**config.mk**
```make
export PLATFORM = sky130hd
export DESIGN_NAME = mpt_fifo
export DESIGN_NICKNAME = d
export VERILOG_FILES = /design/src/rtl/core/mpt_pkg.sv /design/src/rtl/core/mpt_fifo.sv
export SDC_FILE = /design/constraint.sdc
export NUM_CORES = 1
export LEC_CHECK = 0
export BUFFER_PORTS_ARGS = -buffer_cell sky130_fd_sc_hd__buf_4
export CAP_MARGIN = 40
export CORE_UTILIZATION = 43
export CTS_BUF_LIST = sky130_fd_sc_hd__clkbuf_2
export CTS_CLUSTER_SIZE = 28
export DETAILED_ROUTE_END_ITERATION = 12
export MAX_ROUTING_LAYER = met4
export PLACE_DENSITY = 0.59
export SYNTH_ARGS = -nofsm -noshare
export SYNTH_HDL_FRONTEND = slang
export SYNTH_SLANG_ARGS = --single-unit
```
**constraint.sdc**
```tcl
create_clock -name clock -period 9.3 [get_ports clock]
set_clock_uncertainty 0.1 [all_clocks]
set_input_delay 0.93 -clock clock [delete_from_list [all_inputs] [get_ports clock]]
set_output_delay 0.93 -clock clock [all_outputs]
set_load 0.005 [all_outputs]
```
**src/rtl/core/mpt_pkg.sv**
```systemverilog
// ----------------------------------------------------------------------------
// mpt_pkg
// Shared types and constants of the 4x4 matrix point transform engine.
// ----------------------------------------------------------------------------
package mpt_pkg;

   localparam int FRAC_BITS   = 16;
   localparam int DIM         = 4;
   localparam int DATA_W      = 32;
   localparam int IDX_W       = $clog2(DIM);
   localparam int PROD_W      = 2 * DATA_W;
   localparam int SUM_W       = PROD_W + IDX_W;
   localparam int SHIFT_W     = SUM_W - FRAC_BITS;
   localparam int FIFO_DEPTH  = 16;
   localparam int FIFO_PTR_W  = $clog2(FIFO_DEPTH);
   localparam int FIFO_CNT_W  = $clog2(FIFO_DEPTH + 1);
   localparam int REQ_DATA_W  = 2 * IDX_W + (DIM + 1) * DATA_W;
   localparam int REQ_TDATA_W = ((REQ_DATA_W + 7) / 8) * 8;
   localparam int RSP_TDATA_W = DIM * DATA_W;

   typedef enum logic {
      OP_LOAD  = 1'b0,
      OP_XFORM = 1'b1
   } mpt_op_type;

   typedef logic signed [DATA_W-1:0] mpt_data_type;
   typedef logic signed [SUM_W-1:0]  mpt_sum_type;

   localparam mpt_data_type COEF_ONE =
      {{(DATA_W - FRAC_BITS - 1){1'b0}}, 1'b1, {FRAC_BITS{1'b0}}};
   localparam mpt_data_type DATA_MAX = {1'b0, {(DATA_W - 1){1'b1}}};
   localparam mpt_data_type DATA_MIN = {1'b1, {(DATA_W - 1){1'b0}}};

   // item travelling down the cell chain
   typedef struct packed {
      logic                     valid;
      mpt_op_type               op;
      logic [IDX_W-1:0]         row;
      logic [IDX_W-1:0]         col;
      mpt_data_type             coef;
      mpt_data_type [DIM-1:0]   point;
      mpt_sum_type  [DIM-1:0]   sums;
   } mpt_item_type;

   typedef struct packed {
      mpt_data_type [DIM-1:0]   comp;
      logic                     saturated;
   } mpt_result_type;

endpackage

```
**src/rtl/core/mpt_fifo.sv**
```systemverilog
// ----------------------------------------------------------------------------
// mpt_fifo
// Result queue between the free-running cell chain and the output channel.
// ----------------------------------------------------------------------------
module mpt_fifo
   import mpt_pkg::*;
(
   input  logic               clock,
   input  logic               reset,
   input  logic               push,
   input  mpt_result_type     push_data,
   input  logic               pop,
   output logic               pop_valid,
   output mpt_result_type     pop_data
);

   mpt_result_type           mem [FIFO_DEPTH];
   logic [FIFO_PTR_W-1:0]    wr_ptr_ff;
   logic [FIFO_PTR_W-1:0]    rd_ptr_ff;
   logic [FIFO_CNT_W-1:0]    count_ff;
   logic [FIFO_CNT_W-1:0]    count_in;
   logic                     do_pop;

   assign do_pop = pop && count_ff != '0;

   always_comb begin
      count_in = count_ff;
      if (push && !do_pop) begin
         count_in = count_ff + 1'b1;
      end else if (!push && do_pop) begin
         count_in = count_ff - 1'b1;
      end
   end

   always_ff @(posedge clock) begin
      if (push) begin
         mem[wr_ptr_ff] <= push_data;
      end
   end

   always_ff @(posedge clock) begin
      if (reset) begin
         wr_ptr_ff <= '0;
         rd_ptr_ff <= '0;
         count_ff  <= '0;
      end else begin
         count_ff <= count_in;
         if (push) begin
            wr_ptr_ff <= wr_ptr_ff + 1'b1;
         end
         if (do_pop) begin
            rd_ptr_ff <= rd_ptr_ff + 1'b1;
         end
      end
   end

   assign pop_valid = count_ff != '0;
   assign pop_data  = mem[rd_ptr_ff];

endmodule

```
==> flow_metrics.tcl <==
set metrics [dict create \
    critPathMaxFanout 42 \
    syn_to_final_growth_pct 15.96 \
    worst_slack_ns 3.294 \
    wl_per_cell_um 26.74 \
    ys_seq_elements 2081 \
    setup_tns_ns 0 \
    clk_pin_slew_ns 0.09 \
    status "complete, no violations" \
    crit_required_ns 8.27 \
    synthAdderAreaFrac 0.001687 \
    yosys-mux-area-fraction 0.1751 \
    layout_commonest_cell "edfxtp_1" \
    cts_max_path_buffers 4 \
    clk_latency_ns 1.61 \
    min_path_type "flip-flop to flip-flop" \
    fin_util 0.5034 \
    whs_path_depth 2 \
    numCtsBuffers 554 \
    cap_viol_max_count 0 \
    max_slew_margin 0.2596 \
    fmaxAchievable_mhz 166.5 \
    htreeDepth 6 \
    grt_antenna_before_repair 18 \
    crit_chain "buf_4, buf_4, mux4_2, mux4_2, buf_4" \
    syn-cell-area_mm2 0.07863 \
    grt_pass1_wl_mm 270.6 \
    multi_input_area_mm2 0.01546 \
    path_class "flip-flop to primary output" \
    syn_nets 3297 \
    crit_arrival_ns 4.98 \
    clockRootBuffer "clkbuf_2" \
    die_area_mm2 0.1846 \
    die_w_um 429.6 \
    grtUsageTotal 0.2077 \
    viasPerCell 5.448 \
    synth.distinct_cells 37 \
    synth_top_family_by_area "multiplexers" \
    drt_first_pass_iters 6 \
    layout_common_cells "2064 x edfxtp_1, 798 x clkbuf_2, 578 x mux4_2" \
    worstRegToRegCells 4 \
    finalCritPeriodShare 0.6458 \
    cp_top_family "buffers and inverters" \
    met1_length_mm 79.15 \
    fin_nets 4305 \
    yosys_warnings 0 \
    ys_dominant_reg_cell "edfxtp_1" \
    overflow 0 \
    stdcell_count 6892 \
    core_area_mm2 0.1811 \
    io_buffers 262 \
    final_max_slew_viol_count 0 \
    syn_inst 3154 \
    die_y_um 429.6 \
    final-setup-viol-count 0 \
    synth-xor-area-share 0.001003 \
    seqCellArea_mm2 0.06233 \
    synth.avg_cell_area_um2 24.93 \
    rr_endpoint "mem[11][47]$_DFFE_PP_" \
    num_vias 37550 \
    initial_core_util 0.4341 \
    startpoint_type "flip-flop" \
    grt_max_degree 136 \
    seq_area_frac_synth 0.7926 \
    finalHoldViolCount 0 \
    synth_compound_area_frac 0.01158 \
    drt_iter0_drc 3212 \
    antenna_left 0 \
    rsz0062_at_grt "false" \
    hpwlAfterDp_mm 89.70 \
    top_layer "met4" \
    dr_wl_met3_mm 11.40 \
    min_period_ns 6.006 \
    rows 156 \
    worstSetupEndpoint "pop_data[114]" \
    ir_drop_mv 0.2169 \
    io_pins 263 \
    cts_tree "built" \
    critPathMaxStageDelay_ns 0.78 \
    place_congestion 0.7074 \
    cts_sinks 2081 \
    ys_async_sr_fraction 0 \
    worst_pin_slew_ns 1.111 \
    drt_wl_total_mm 184.3 \
    grt_pass1_vias 40900 \
    rrSetupSlack_ns 5.97 \
    fill_cells 14700 \
    cp_num_cells 5 \
    path_common_cell "buf_4" \
    synth_edf_count 2064 \
    place_inst 5711 \
    drcViolationCount 0 \
    cp_slowest_cell "dfxtp_4" \
    cp-end-kind "primary output" \
    worst-path-buf-inv 3 \
    post-place-ws_ns 4.849 \
    route.met2.wl_mm 90.28 \
    p_leak_nw 29.38 \
    drive_gt1_frac 0.4020 \
    synth_simple_gate_area_frac 0.006715 \
    power_density_mw_per_mm2 230.2 \
    r2r-start "wr_ptr_ff[0]$_SDFFE_PP0P_" \
]
[metrics by stage]
| stage | hold WS [ns] | instance area [um^2] | power (W) |
|---|---|---|---|
| 2_1_floorplan | 0.3720 | 78630 | 0.01382 |
| 3_3_place_gp | 0.3935 | 83390 | 0.01509 |
| 3_5_place_dp | 0.4074 | 83880 | 0.01514 |
| 4_1_cts | 0.006164 | 91130 | 0.02137 |
| 5_1_grt | 0.1437 | 91160 | 0.02204 |
| 6_report | 0.4189 | 91170 | 0.02098 |
[final cells by class]
type,count,share of cell area
Sequential cell,2081,0.6837
Multi-Input combinational cell,903,0.1696
Timing Repair Buffer,618,0.06310
Clock buffer,798,0.04380
Tap cell,2370,0.03252
Clock inverter,99,0.006546
Antenna cell,19,0.0005215
Inverter,4,0.0002470
[tightest hold or removal path, cell delays in order (launching register included)]
cell      delay, ns
dfxtp_1        0.33
nand3b_1       0.08
o31ai_1        0.06
[Yosys cell counts, types with 7 or more instances]
cell type,count,area (um^2)
nor2_1,17,63.81
o22ai_1,12,75.07
nor2b_1,45,281.5
buf_2,38,190.2
a211oi_1,43,322.8
mux4_2,578,13020
a221o_1,12,120.1
dfxtp_1,17,340.3
edfxtp_1,2064,61980
and2_1,17,106.4
ha_1,9,112.6
o21ai_0,12,60.06
mux2_2,25,281.5
xor2_1,7,61.31
buf_1,16,60.06
clkbuf_1,64,240.2
a21oi_1,58,290.3
mux2i_1,47,470.5
buf_4,42,315.3
[power breakdown]
part	internal [W]	leakage [nW]	switching [W]
sequential	0.0104	18.8	0.0000817
combinational	0.00243	6.96	0.00196
clock	0.00248	3.63	0.00360
total	0.0153	29.4	0.00565
[kinds of logic after synthesis]
family,Yosys count
flops,2081
mux,650
buf+inv,170
compound gates,143
simple gates,91
fa+ha+maj,10
xor+xnor,9
[state kept, by name, indices dropped and copies added, names as in the netlist, named ones only]
signal and flops:
wr_ptr_ff 4, rd_ptr_ff 4, mem 2064, count_ff 5
[worst min-delay path by stage]
stage	from	slack [ns]	endpoint
floorplan	count_ff[3]$_SDFFE_PP0P_	0.37	count_ff[3]$_SDFFE_PP0P_
global placement	count_ff[3]$_SDFFE_PP0P_	0.39	count_ff[3]$_SDFFE_PP0P_
detailed placement	count_ff[3]$_SDFFE_PP0P_	0.41	count_ff[3]$_SDFFE_PP0P_
CTS	push	0.006	count_ff[3]$_SDFFE_PP0P_
global route	push	0.14	mem[4][128]$_DFFE_PP_
finish	count_ff[3]$_SDFFE_PP0P_	0.42	count_ff[3]$_SDFFE_PP0P_
[layer usage]
metal	vias up	global-route usage
met5	-	-
met3	247	0.04860
met2	1317	0.3181
met1	19980	0.2771
met4	0	0.06499
li1	16010	-
[what timing repair did]
action,CTS,global route
hold endpoints to repair,2605,0
resized for setup,0,0
hold buffers,265,0
buffers inserted,0,0
Note: power is estimated with default switching activity, not from simulation.
