[src/rtl/core/mpt_pkg.sv]
// ----------------------------------------------------------------------------
// mpt_pkg
// Shared types and constants of the 4x4 matrix point transform engine.
// ----------------------------------------------------------------------------
package mpt_pkg;

   localparam int FRAC_BITS   = 16;
   localparam int DIM         = 4;
   localparam int DATA_W      = 32;
   localparam int IDX_W       = $clog2(DIM);
   localparam int PROD_W      = 2 * DATA_W;
   localparam int SUM_W       = PROD_W + IDX_W;
   localparam int SHIFT_W     = SUM_W - FRAC_BITS;
   localparam int FIFO_DEPTH  = 16;
   localparam int FIFO_PTR_W  = $clog2(FIFO_DEPTH);
   localparam int FIFO_CNT_W  = $clog2(FIFO_DEPTH + 1);
   localparam int REQ_DATA_W  = 2 * IDX_W + (DIM + 1) * DATA_W;
   localparam int REQ_TDATA_W = ((REQ_DATA_W + 7) / 8) * 8;
   localparam int RSP_TDATA_W = DIM * DATA_W;

   typedef enum logic {
      OP_LOAD  = 1'b0,
      OP_XFORM = 1'b1
   } mpt_op_type;

   typedef logic signed [DATA_W-1:0] mpt_data_type;
   typedef logic signed [SUM_W-1:0]  mpt_sum_type;

   localparam mpt_data_type COEF_ONE =
      {{(DATA_W - FRAC_BITS - 1){1'b0}}, 1'b1, {FRAC_BITS{1'b0}}};
   localparam mpt_data_type DATA_MAX = {1'b0, {(DATA_W - 1){1'b1}}};
   localparam mpt_data_type DATA_MIN = {1'b1, {(DATA_W - 1){1'b0}}};

   // item travelling down the cell chain
   typedef struct packed {
      logic                     valid;
      mpt_op_type               op;
      logic [IDX_W-1:0]         row;
      logic [IDX_W-1:0]         col;
      mpt_data_type             coef;
      mpt_data_type [DIM-1:0]   point;
      mpt_sum_type  [DIM-1:0]   sums;
   } mpt_item_type;

   typedef struct packed {
      mpt_data_type [DIM-1:0]   comp;
      logic                     saturated;
   } mpt_result_type;

endpackage

[src/rtl/core/mpt_sat.sv]
// ----------------------------------------------------------------------------
// mpt_sat
// Drops the fraction bits of the row sums, clips them to 32 bits and flags
// any clipping; passes on transform items only.
// ----------------------------------------------------------------------------
module mpt_sat
   import mpt_pkg::*;
(
   input  logic               clock,
   input  logic               reset,
   input  mpt_item_type       item_in,
   output logic               res_valid,
   output mpt_result_type     res_data
);

   logic              valid_ff;
   logic              valid_in;
   mpt_result_type    res_ff;
   mpt_result_type    res_in;

   assign valid_in = item_in.valid && item_in.op == OP_XFORM;

   always_comb begin
      logic [SHIFT_W-1:0]      shifted;
      logic [SHIFT_W-DATA_W:0] top_bits;
      res_in.saturated = 1'b0;
      for (int r = 0; r < DIM; r++) begin
         shifted  = item_in.sums[r][SUM_W-1:FRAC_BITS];
         top_bits = shifted[SHIFT_W-1:DATA_W-1];
         if ((&top_bits) || !(|top_bits)) begin
            res_in.comp[r] = shifted[DATA_W-1:0];
         end else begin
            res_in.comp[r]   = shifted[SHIFT_W-1] ? DATA_MIN : DATA_MAX;
            res_in.saturated = 1'b1;
         end
      end
   end

   always_ff @(posedge clock) begin
      if (reset) begin
         valid_ff <= 1'b0;
      end else begin
         valid_ff <= valid_in;
      end
   end

   always_ff @(posedge clock) begin
      res_ff <= res_in;
   end

   assign res_valid = valid_ff;
   assign res_data  = res_ff;

endmodule

[config.mk]
export PLATFORM = sky130hd
export DESIGN_NAME = mpt_sat
export DESIGN_NICKNAME = d
export VERILOG_FILES = /design/src/rtl/core/mpt_pkg.sv /design/src/rtl/core/mpt_sat.sv
export SDC_FILE = /design/constraint.sdc
export NUM_CORES = 1
export LEC_CHECK = 0
export ABC_AREA = 1
export BUFFER_PORTS_ARGS = -buffer_cell sky130_fd_sc_hd__buf_2
export CORE_AREA = 2 2 217 219
export DETAILED_ROUTE_END_ITERATION = 7
export DIE_AREA = 0 0 219 221
export PLACE_DENSITY = 0.43
export SYNTH_ARGS = -nofsm -noshare
export SYNTH_HDL_FRONTEND = slang
export SYNTH_SLANG_ARGS = --single-unit
export TNS_END_PERCENT = 10
[constraint.sdc]
create_clock -name clock -period 1.25 [get_ports clock]
set_input_delay 0.25 -clock clock [delete_from_list [all_inputs] [get_ports clock]]
set_output_delay 0.25 -clock clock [all_outputs]
set_load 0.01 [all_outputs]
==> results of run 1 <==
==> final cells by class <==
type | instances | area share, %
tap | 607 | 8.50
multi-input combinational | 381 | 17.4
clock buffer | 17 | 4.76
sequential | 130 | 29.4
inverter | 6 | 0.252
clock inverter | 15 | 1.97
timing repair buffer | 485 | 37.7
==> metrics by stage <==
| stage | hold WS, ns | total power, mW | setup WS [ns] | setup TNS (ns) |
|---|---|---|---|---|
| 6_report | 0.0575 | 11.0 | 0.0521 | 0 |
| 5_1_grt | 0.00842 | 11.6 | -0.0179 | -0.0245 |
| 4_1_cts | 0.00427 | 11.3 | -0.0250 | -0.0408 |
| 3_5_place_dp | 0.439 | 5.59 | -0.292 | -20.00 |
| 3_3_place_gp | 0.429 | 5.58 | -0.290 | -19.41 |
| 2_1_floorplan | 0.322 | 4.85 | 0.110 | 0 |
==> final timing paths <==
check	to	slack, ns	cells past startpoint
setup / recovery	res_data[74]	0.05	1
hold / removal	res_data[112]	0.06	3
==> routing by layer <==
metal  GRT usage [%]  up-vias  part of all wire [%]
met5               0        -                     0
met4            4.23        0                   2.7
met3            5.84       24                    14
met2            13.8      285                    44
met1            8.96     2213                    40
li1                -     2603                     -
==> tightest hold or removal path, cell delays in order <==
cell and delay (ns):
buf_2 0.08, nand2_1 0.07, nand2_1 0.10
==> cells in the final DEF, fill, tap and decap left out <==
| cell | n |
|---|---|
| nand3_2 | 4 |
| nor2_1 | 55 |
| buf_4 | 26 |
| clkbuf_16 | 17 |
| buf_12 | 10 |
| nand3b_2 | 3 |
| nand4_1 | 8 |
| dfxtp_1 | 112 |
| clkinv_4 | 5 |
| dfxtp_4 | 1 |
| nand2_2 | 1 |
| nand2_4 | 3 |
| inv_6 | 4 |
| inv_1 | 6 |
| nor2_2 | 2 |
| dfxtp_2 | 17 |
| buf_2 | 308 |
| dlygate4sd3_1 | 124 |
| buf_6 | 17 |
| nand2_1 | 292 |
| clkinvlp_4 | 2 |
| nand3_1 | 5 |
| or2_1 | 8 |
| bufinv_16 | 2 |
| inv_8 | 2 |
==> cell families (layout without fill, tap and decap cells) <==
family / count (synthesis) / in the layout
buf+inv: 34 / 523
flops: 130 / 130
simple gates: 381 / 381
==> synthesized netlist by cell type (all sizes together) <==
cell	count
buf	24
clkbuf	3
dfxtp	130
dlygate4sd3	1
inv	6
nand2	296
nand3	9
nand3b	3
nand4	8
nor2	57
or2	8
==> flip-flops by register name (all words and copies together) (netlist names) <==
name / flops
res_valid: 1
res_data: 129
==> power by group through the flow <==
stage	clock (mW)	sequential (mW)	combinational, mW
after floorplan	0	4.63	0.224
after global placement	0	4.51	1.07
after detailed placement	0	4.51	1.07
after CTS	5.50	4.44	1.42
after global routing	5.63	4.45	1.54
final	5.22	4.43	1.40
==> repair_timing <==
item,in CTS,in global routing
endpoints found under the setup margin,25,9
endpoints found under the hold margin,123,0
gates cloned,0,0
buffers inserted,0,0
hold buffers,124,0
gates resized for setup,51,8
==> results.md, run 1 <==
* Status: complete, no violations
* Critical Path RT at 1.00 ns
* Sequential area share after synthesis at approximately 58%
* Final setup vio count at 0
* Cell leakage power at 4.23 nW
* Die Y at about 220 µm
* Via count at between 5k and 6k
* Worst-Margin Slew at around 0.3 ns
* Minimum clock period at ~1.2 ns
* Die area at between 0.04 and 0.05 mm²
* Worst min-delay path class: input port to flop
* Final Hold Fails at 0
* Port Buffers at approximately 330
* Gpl congestion at approximately 0.85
* Post-layout net count at approximately 1.5k
* Core area at 0.0461 mm²
* Filler cells at a little over 5k
* Dpl cells at 1,485
* Tcrit/Tclk final at a little over nine tenths
* Top Ports at ~560
* Worst setup SP type: flop
* Layout cells sized above 1 at between 40 and 50%
* Tot GR Track Use at approximately 9%
* CTS Root Cell: clkbuf_16
* Post-Synth Adder-Cell Area at 0%
* Mapped Area at between 0.004 and 0.005 mm²
* Starting density of the core at 9.68%
* Top cell type by total area after synthesis: dfxtp_1
* Initial antenna violation count at 0
* Setup CP Type: flop to primary output
* 1st-pass router iterations at 4
* Hold path start: item_in[229]
* Worst path max stage delay at ~0.35 ns
* DRC violation count after routing at 0
* Antenna Cells at 0
* DR iter-0 viols at between 100 and 150
* Synth-to-layout area growth at 100%
* CP Cell Sequence: buf_6
* Post-synthesis xor/xnor area fraction at 0%
* Htree depth at 4
* Largest net degree at the start of global routing at 32
* Max cap viols at 0
* Routed wire length at approximately 21,000 µm
* Worst VDD drop at 0.912 mV
* Total grt overflow at 0
* Switching share of power at between 20% and 30%
* WP data arrival at ~0.95 ns
* Clock share of power at a little under half
* Netlist cell types at 16
* Mapped Nets at 977
* Worst Path Buf+Inv at 1
* CP max stage cell: dfxtp_4
* Clock transition at path regs at approximately 0.06 ns
* Global-route wire length before repair at roughly 30,000 µm
* Multiplexer share of the synthesized area at 0%
* Synth top area cells: dfxtp_1 58%, nand2_1 25%, buf_6 5.3%, nor2_1 4.6%, nand4_1 1.1%
* Vias per inst at roughly 3.1
* CTS Sinks at 130
* Rel. slew slack at 79.6%
* CTS tree: yes
* CP endpoint kind: primary output
* Delay-heaviest family, CP: flip-flops
* Die width at 219 µm
* P_int at slightly above 8 mW
* Critical Path Start: res_data[74]
* Fin util at roughly a fifth
* Post-Layout Inst Area at 0.00893 mm²
* Post-Synth Simple-Gate Area at approximately a third
* Placed inst area at approximately 0.0069 mm²
* Comb power frac at around an eighth
* CP max FO at 1
* Post-synth top area share at 58.4%
* RSZ-0062 raised after global routing: true
* ANT nets after route at 0
* HPWL Detailed at ~17,000 µm
* Max Clock Freq at around 830 MHz
* Average cell area after synthesis at around 8.2 µm²
* Yosys reg bits at 130
* Main combinational cell family by area after synthesis: simple AND/OR/NAND/NOR gates
* Non-filler cells, final at 1,641
* Multi-input logic area at 0.00155 mm²
* PwrDens at between 1000 and 1500 mW/mm²
* Register area at approximately 0.0026 mm²
* DR WL/cell at about 13 µm
* Row count at 79
* Sw Pwr at approximately 2.9 mW
* Sequential power share at 40.1%
* Post-Syn Instances at 545
* Cts bufs inserted at 17
* Clock Path Buffers at 2
* Fin. max-slew vios at 0
* Synth Area in Compound Gates at 0%
* Synth Warn # at 0
* Via count of the first global-routing pass at about 5k
Power figures use the tool's default switching activity.
==> inputs of run 2 (changes only) <==
--- a/config.mk
+++ b/config.mk
@@ -10,7 +10,7 @@
 export CORE_AREA = 2 2 217 219
 export DETAILED_ROUTE_END_ITERATION = 7
 export DIE_AREA = 0 0 219 221
-export PLACE_DENSITY = 0.43
+export PLACE_DENSITY = 0.3
 export SYNTH_ARGS = -nofsm -noshare
 export SYNTH_HDL_FRONTEND = slang
 export SYNTH_SLANG_ARGS = --single-unit
==> run 2 against run 1 <==
Combinational power about the same. Sequential share of layout area up 0.17 points. Clock power shrank 7.9%. Hold slack got worse by 0.027 ns. Die area stayed put. Sequential power is essentially flat. Maximum frequency down 0.86%. Critical path depth is the same. Non-clock buffer count is 3 higher. Largest power group unchanged.
==> results.md, run 2 (synthesis gave the netlist of run 1 again) <==
* Clock Path Buffers at 2 (unchanged)
* DR WL/cell at 13.1 µm (was 12.9 µm)
* Multi-input logic area at 0.00155 mm² (unchanged)
* TNS Setup at 0 ns (unchanged)
* RSZ-0062 raised after global routing: true (unchanged)
* Most frequent cells in the layout: 312 x buf_2, 292 x nand2_1, 126 x dlygate4sd3_1 (was 308 x buf_2, 292 x nand2_1, 124 x dlygate4sd3_1)
* CP endpoint kind: primary output (unchanged)
* Tot GR Track Use at 9.00% (was 8.80%)
* Worst VDD drop at 0.789 mV (was 0.912 mV)
* Worst setup SP type: flop (unchanged)
* HPWL Detailed at 17,000 µm (was 16,800 µm)
* Met1 Resource Use GR at 9.91% (was 8.96%)
* 1st-pass router iterations at 4 (unchanged)
* PwrDens at 1200 mW/mm² (was 1240 mW/mm²)
* Max cap viols at 0 (unchanged)
* Die width at 219 µm (unchanged)
* Clock transition at path regs at 0.07 ns (was 0.06 ns)
* Status: complete, no violations (unchanged)
* Global route hottest layer: met2 (unchanged)
* Filler cells at 5,286 (was 5,165)
* WP data arrival at 0.96 ns (was 0.95 ns)
* Max reg flops at 129 (unchanged)
* DRC violation count after routing at 0 (unchanged)
* CTS Sinks at 130 (unchanged)
* Final setup vio count at 0 (unchanged)
* Row count at 79 (unchanged)
* Via count at 5,114 (was 5,125)
* Rel. slew slack at 83.0% (was 79.6%)
* Met2 Usage GRT at 13.8% (unchanged)
* Post-layout net count at 1,456 (was 1,453)
* Cts bufs inserted at 17 (unchanged)
* Core area at 0.0461 mm² (unchanged)
* Hold Path Depth at 3 (unchanged)
* Max Clock Freq at 828 MHz (was 835 MHz)
* Fin. max-slew vios at 0 (unchanged)
* Die area at 0.0484 mm² (unchanged)
* CTS Root Cell: clkbuf_16 (unchanged)
* Vias per inst at 3.11 (was 3.12)
* CTS tree: yes (unchanged)
* Largest net degree at the start of global routing at 25 (was 32)
* Worst min-delay path class: input port to flop (unchanged)
* CP max FO at 1 (unchanged)
* Delay-heaviest family, CP: flip-flops (unchanged)
* Port Buffers at 333 (unchanged)
* Synth-to-layout area growth at 98.8% (was 100%)
* Top Ports at 562 (unchanged)
* Hold EP: res_data[73] (was res_data[112])
* CP max stage cell: dfxtp_4 (unchanged)
* CP Cell Sequence: buf_6 (unchanged)
* Fin util at 19.2% (was 19.4%)
* Hold path start: item_in[156] (was item_in[229])
* Cell leakage power at 4.21 nW (was 4.23 nW)
* Routed wire length at 21,500 µm (was 21,200 µm)
* Minimum clock period at 1.21 ns (was 1.20 ns)
* Htree depth at 4 (unchanged)
* Met3 Use GR at 5.32% (was 5.84%)
* Initial antenna violation count at 3 (was 0)
* Global-route wire length before repair at 30,900 µm (was 29,700 µm)
* Layout cells sized above 1 at 40.5% (was 41.0%)
* Worst path max stage delay at 0.36 ns (was 0.35 ns)
* Via count of the first global-routing pass at 5,295 (was 5,137)
* ANT nets after route at 0 (unchanged)
* Worst-Margin Slew at 0.254 ns (was 0.306 ns)
* Critical Path RT at 1.00 ns (about the same)
* Register area at 0.00262 mm² (was 0.00263 mm²)
* Die Y at 221 µm (unchanged)
* Gpl congestion at 0.728 (was 0.848)
* Tcrit/Tclk final at 96.7% (was 95.8%)
* Overall power at 10.6 mW (was 11.0 mW)
* Most common cell after layout, fill and taps aside: buf_2 (unchanged)
* Final Hold Fails at 0 (unchanged)
* Worst Path Buf+Inv at 1 (unchanged)
* Starting density of the core at 9.68% (unchanged)
* Antenna Cells at 0 (unchanged)
* Setup CP Type: flop to primary output (unchanged)
* Total grt overflow at 0 (unchanged)
* DR iter-0 viols at 178 (was 122)
==> run 2: cell type report <==
type                            count  share of cell area (%)
Clock buffer                       19                    5.11
Timing Repair Buffer              488                    37.8
Tap cell                          607                    8.57
Multi-Input combinational cell    381                    17.5
Sequential cell                   130                    29.6
Clock inverter                     13                    1.14
Inverter                            6                   0.254
==> run 2: what timing repair did <==
item,4_1_cts,5_1_grt
hold buffers,126,0
gates resized for setup,37,6
cloned,0,0
setup endpoints to repair,20,6
buffers inserted,0,0
endpoints found under the hold margin,125,0
==> run 2: worst max-delay path by stage <==
stage	from	end	slack, ns	depth (start not counted)
3_5_place_dp	item_in[50]	res_data[7]	-0.27	8
3_3_place_gp	item_in[180]	res_data[0]	-0.30	9
4_1_cts	res_data[0]	res_data[0]	-0.04	1
5_1_grt	res_data[0]	res_data[0]	-0.02	1
2_1_floorplan	item_in[246]	res_data[100]	0.11	6
6_report	res_data[0]	res_data[0]	0.04	1
==> run 2: per-layer routing <==
layer / wire length, µm / share of wire, % / vias to the layer above
met4: 427 / 2.0 / 4
met1: 9190 / 43 / 2190
met3: 2800 / 13 / 29
met5: 24 / 0.11 / -
li1: - / - / 2612
met2: 9040 / 42 / 279
==> run 2: per-stage QoR <==
step	instance area [µm²]	hold WS, ns	std cells	setup slack, ns
global placement	6940	0.385	1486	-0.296
floorplan	4460	0.322	545	0.110
CTS	8850	0.00743	1644	-0.0373
detailed placement	6940	0.385	1486	-0.268
finish	8860	0.0301	1644	0.0416
global route	8860	0.0265	1644	-0.0177
==> run 2: power by group <==
group	switching [mW]	total (mW)	internal [mW]
logic	0.593	1.39	0.792
clock network	2.15	4.81	2.65
registers	0.0594	4.43	4.37
==> inputs of run 3 (changes only) <==
==> constraint.sdc (replaced) <==
create_clock -name clock -period 1.2 [get_ports clock]
set_input_delay 0.24 -clock clock [delete_from_list [all_inputs] [get_ports clock]]
set_output_delay 0.24 -clock clock [all_outputs]
set_load 0.01 [all_outputs]
==> run 3 against run 2 <==
The flow now finishes with violations (setup timing). Critical path type unchanged. Critical path depth unchanged. Setup slack worse by 0.045 ns. Clock-buffer cell count down 1. Core utilization up 1.2 points.
==> results.md, run 3 (synthesis gave the netlist of run 1 again) <==
* Status: complete, but fails checks (was complete, no violations)
* Failing checks: setup timing
* Initial antenna violation count at 3 (unchanged)
* Worst min-delay path class: input port to flop (unchanged)
* Port Buffers at 333 (unchanged)
* ANT nets after route at 0 (unchanged)
* Fin util at 20.5% (was 19.2%)
* Clock Path Buffers at 2 (unchanged)
* Setup bufs post-CTS at 0 (unchanged)
* Final setup vio count at 1 (was 0)
* Filler cells at 5,245 (was 5,286)
* Worst path max stage delay at 0.36 ns (about the same)
* Synth-to-layout area growth at 112% (was 98.8%)
* Max Clock Freq at about 830 MHz
* Delay-heaviest family, CP: flip-flops (unchanged)
* TNS Setup at -0.00331 ns (was 0 ns)
* Tcrit/Tclk final at 100%
* DR WL/cell at 13.3 µm (was 13.1 µm)
* Post-layout net count at 1,458 (was 1,456)
* Most frequent cells in the layout: 292 x nand2_1, 249 x buf_2, 128 x dlygate4sd3_1 (was 312 x buf_2, 292 x nand2_1, 126 x dlygate4sd3_1)
* 1st-pass router iterations at 4 (unchanged)
* Max cap viols at 0 (unchanged)
* Hold Path Depth at 3 (unchanged)
* Worst VDD drop at 1.18 mV (was 0.789 mV)
* Vias per inst at 3.12 (was 3.11)
* Via count at 5,134 (was 5,114)
* Routed wire length at 21,900 µm (was 21,500 µm)
* Max reg flops at 129 (unchanged)
* Setup CP Type: flop to primary output (unchanged)
* DR iter-0 viols at 167 (was 178)
* DRC violation count after routing at 0 (unchanged)
* Die area at 0.0484 mm² (unchanged)
* CTS Sinks at 130 (unchanged)
* CTS tree: yes (unchanged)
* Layout cells sized above 1 at 46.6% (was 40.5%)
* WP data arrival at 0.96 ns (about the same)
* Total grt overflow at 0 (unchanged)
* Critical Path RT at 0.96 ns (was 1.00 ns)
* Via count of the first global-routing pass at 5,331 (was 5,295)
* CP endpoint kind: primary output (unchanged)
* RSZ-0062 raised after global routing: true (unchanged)
* Worst Path Buf+Inv at 1 (unchanged)
* CP Cell Sequence: buf_6 (unchanged)
* Overall power at 11.7 mW (was 10.6 mW)
* Die Y at 221 µm (unchanged)
* Worst-Margin Slew at 0.276 ns (was 0.254 ns)
* Fin. max-slew vios at 0 (unchanged)
* Starting density of the core at 9.68% (unchanged)
* Core area at 0.0461 mm² (unchanged)
* Htree depth at 4 (unchanged)
* Antenna Cells at 0 (unchanged)
* Most common cell after layout, fill and taps aside: nand2_1 (was buf_2)
* Global-route wire length before repair at 31,500 µm (was 30,900 µm)
* Top Ports at 562 (unchanged)
* Register area at 0.00270 mm² (was 0.00262 mm²)
* HPWL Detailed at 17,100 µm (was 17,000 µm)
* Post-place setup slack at -0.334 ns (was -0.268 ns)
* Cts bufs inserted at 17 (unchanged)
* CTS Root Cell: clkbuf_16 (unchanged)
* Die width at 219 µm (unchanged)
* Clock transition at path regs at 0.06 ns (was 0.07 ns)
* Largest net degree at the start of global routing at 25 (unchanged)
* Setup WS post-layout at -0.00331 ns (was 0.0416 ns)
* Gpl congestion at 0.739 (was 0.728)
* Multi-input logic area at 0.00155 mm² (unchanged)
* Final Hold Fails at 0 (unchanged)
* Row count at 79 (unchanged)
* Cell leakage power at 4.38 nW (was 4.21 nW)
* Minimum clock period at 1.20 ns
* Critical Path Stages at 1 (unchanged)
* CP max stage cell: dfxtp_4 (unchanged)
* Rel. slew slack at 81.6% (was 83.0%)
* Tot GR Track Use at 9.17% (was 9.00%)
* CP max FO at 1 (unchanged)
* PwrDens at 1240 mW/mm² (was 1200 mW/mm²)
* Worst setup SP type: flop (unchanged)
-- run 3: changes by cell type in the layout (fill, tap and decap cells not counted) --
| cell | change |
|---|---|
| dfxtp_2 | +64 |
| bufinv_16 | +2 |
| buf_2 | -63 |
| dfxtp_1 | -64 |
| buf_6 | +73 |
| clkbuf_8 | -1 |
| clkinv_4 | +1 |
| inv_6 | -1 |
| buf_4 | -10 |
| clkinv_2 | -1 |
| dlygate4sd3_1 | +2 |
-- run 3: per-stage QoR --
stage	std cells	hold WS (ns)	cell area, µm²
2_1_floorplan	545	0.312	4460
3_3_place_gp	1486	0.375	6940
3_5_place_dp	1486	0.379	6940
4_1_cts	1646	0.000121	9230
5_1_grt	1646	0.0209	9440
6_report	1646	0.0251	9440
-- run 3: final cells by class --
| class | instances | area share, % |
|---|---|---|
| Inverter | 6 | 0.239 |
| Multi-Input combinational cell | 381 | 16.5 |
| Clock buffer | 18 | 4.65 |
| Tap cell | 607 | 8.05 |
| Clock inverter | 14 | 1.66 |
| Sequential cell | 130 | 28.6 |
| Timing Repair Buffer | 490 | 40.3 |
-- run 3: final timing paths --
path,from,endpoint
worst max-delay path,res_data[0],res_data[0]
worst min-delay path,item_in[155],res_data[72]
-- run 3: timing repair --
item | in CTS | in global routing
hold buffers | 128 | 0
gates resized for setup | 132 | 53
endpoints found under the hold margin | 127 | 0
endpoints found under the setup margin | 94 | 97
-- run 3: report_power, final --
part / leakage, nW / switching (mW) / internal [mW]
Sequential: 1.10 / 0.0912 / 4.57
Clock: 0.285 / 2.28 / 3.13
Combinational: 3.00 / 0.622 / 0.964
-- run 3: per-layer routing --
metal,vias to the layer above,GRT usage [%],part of all wire [%]
met1,2217,10.3,43
met3,27,5.77,13
met5,-,0,0.11
met2,273,13.8,42
met4,4,3.75,1.6
li1,2613,-,-
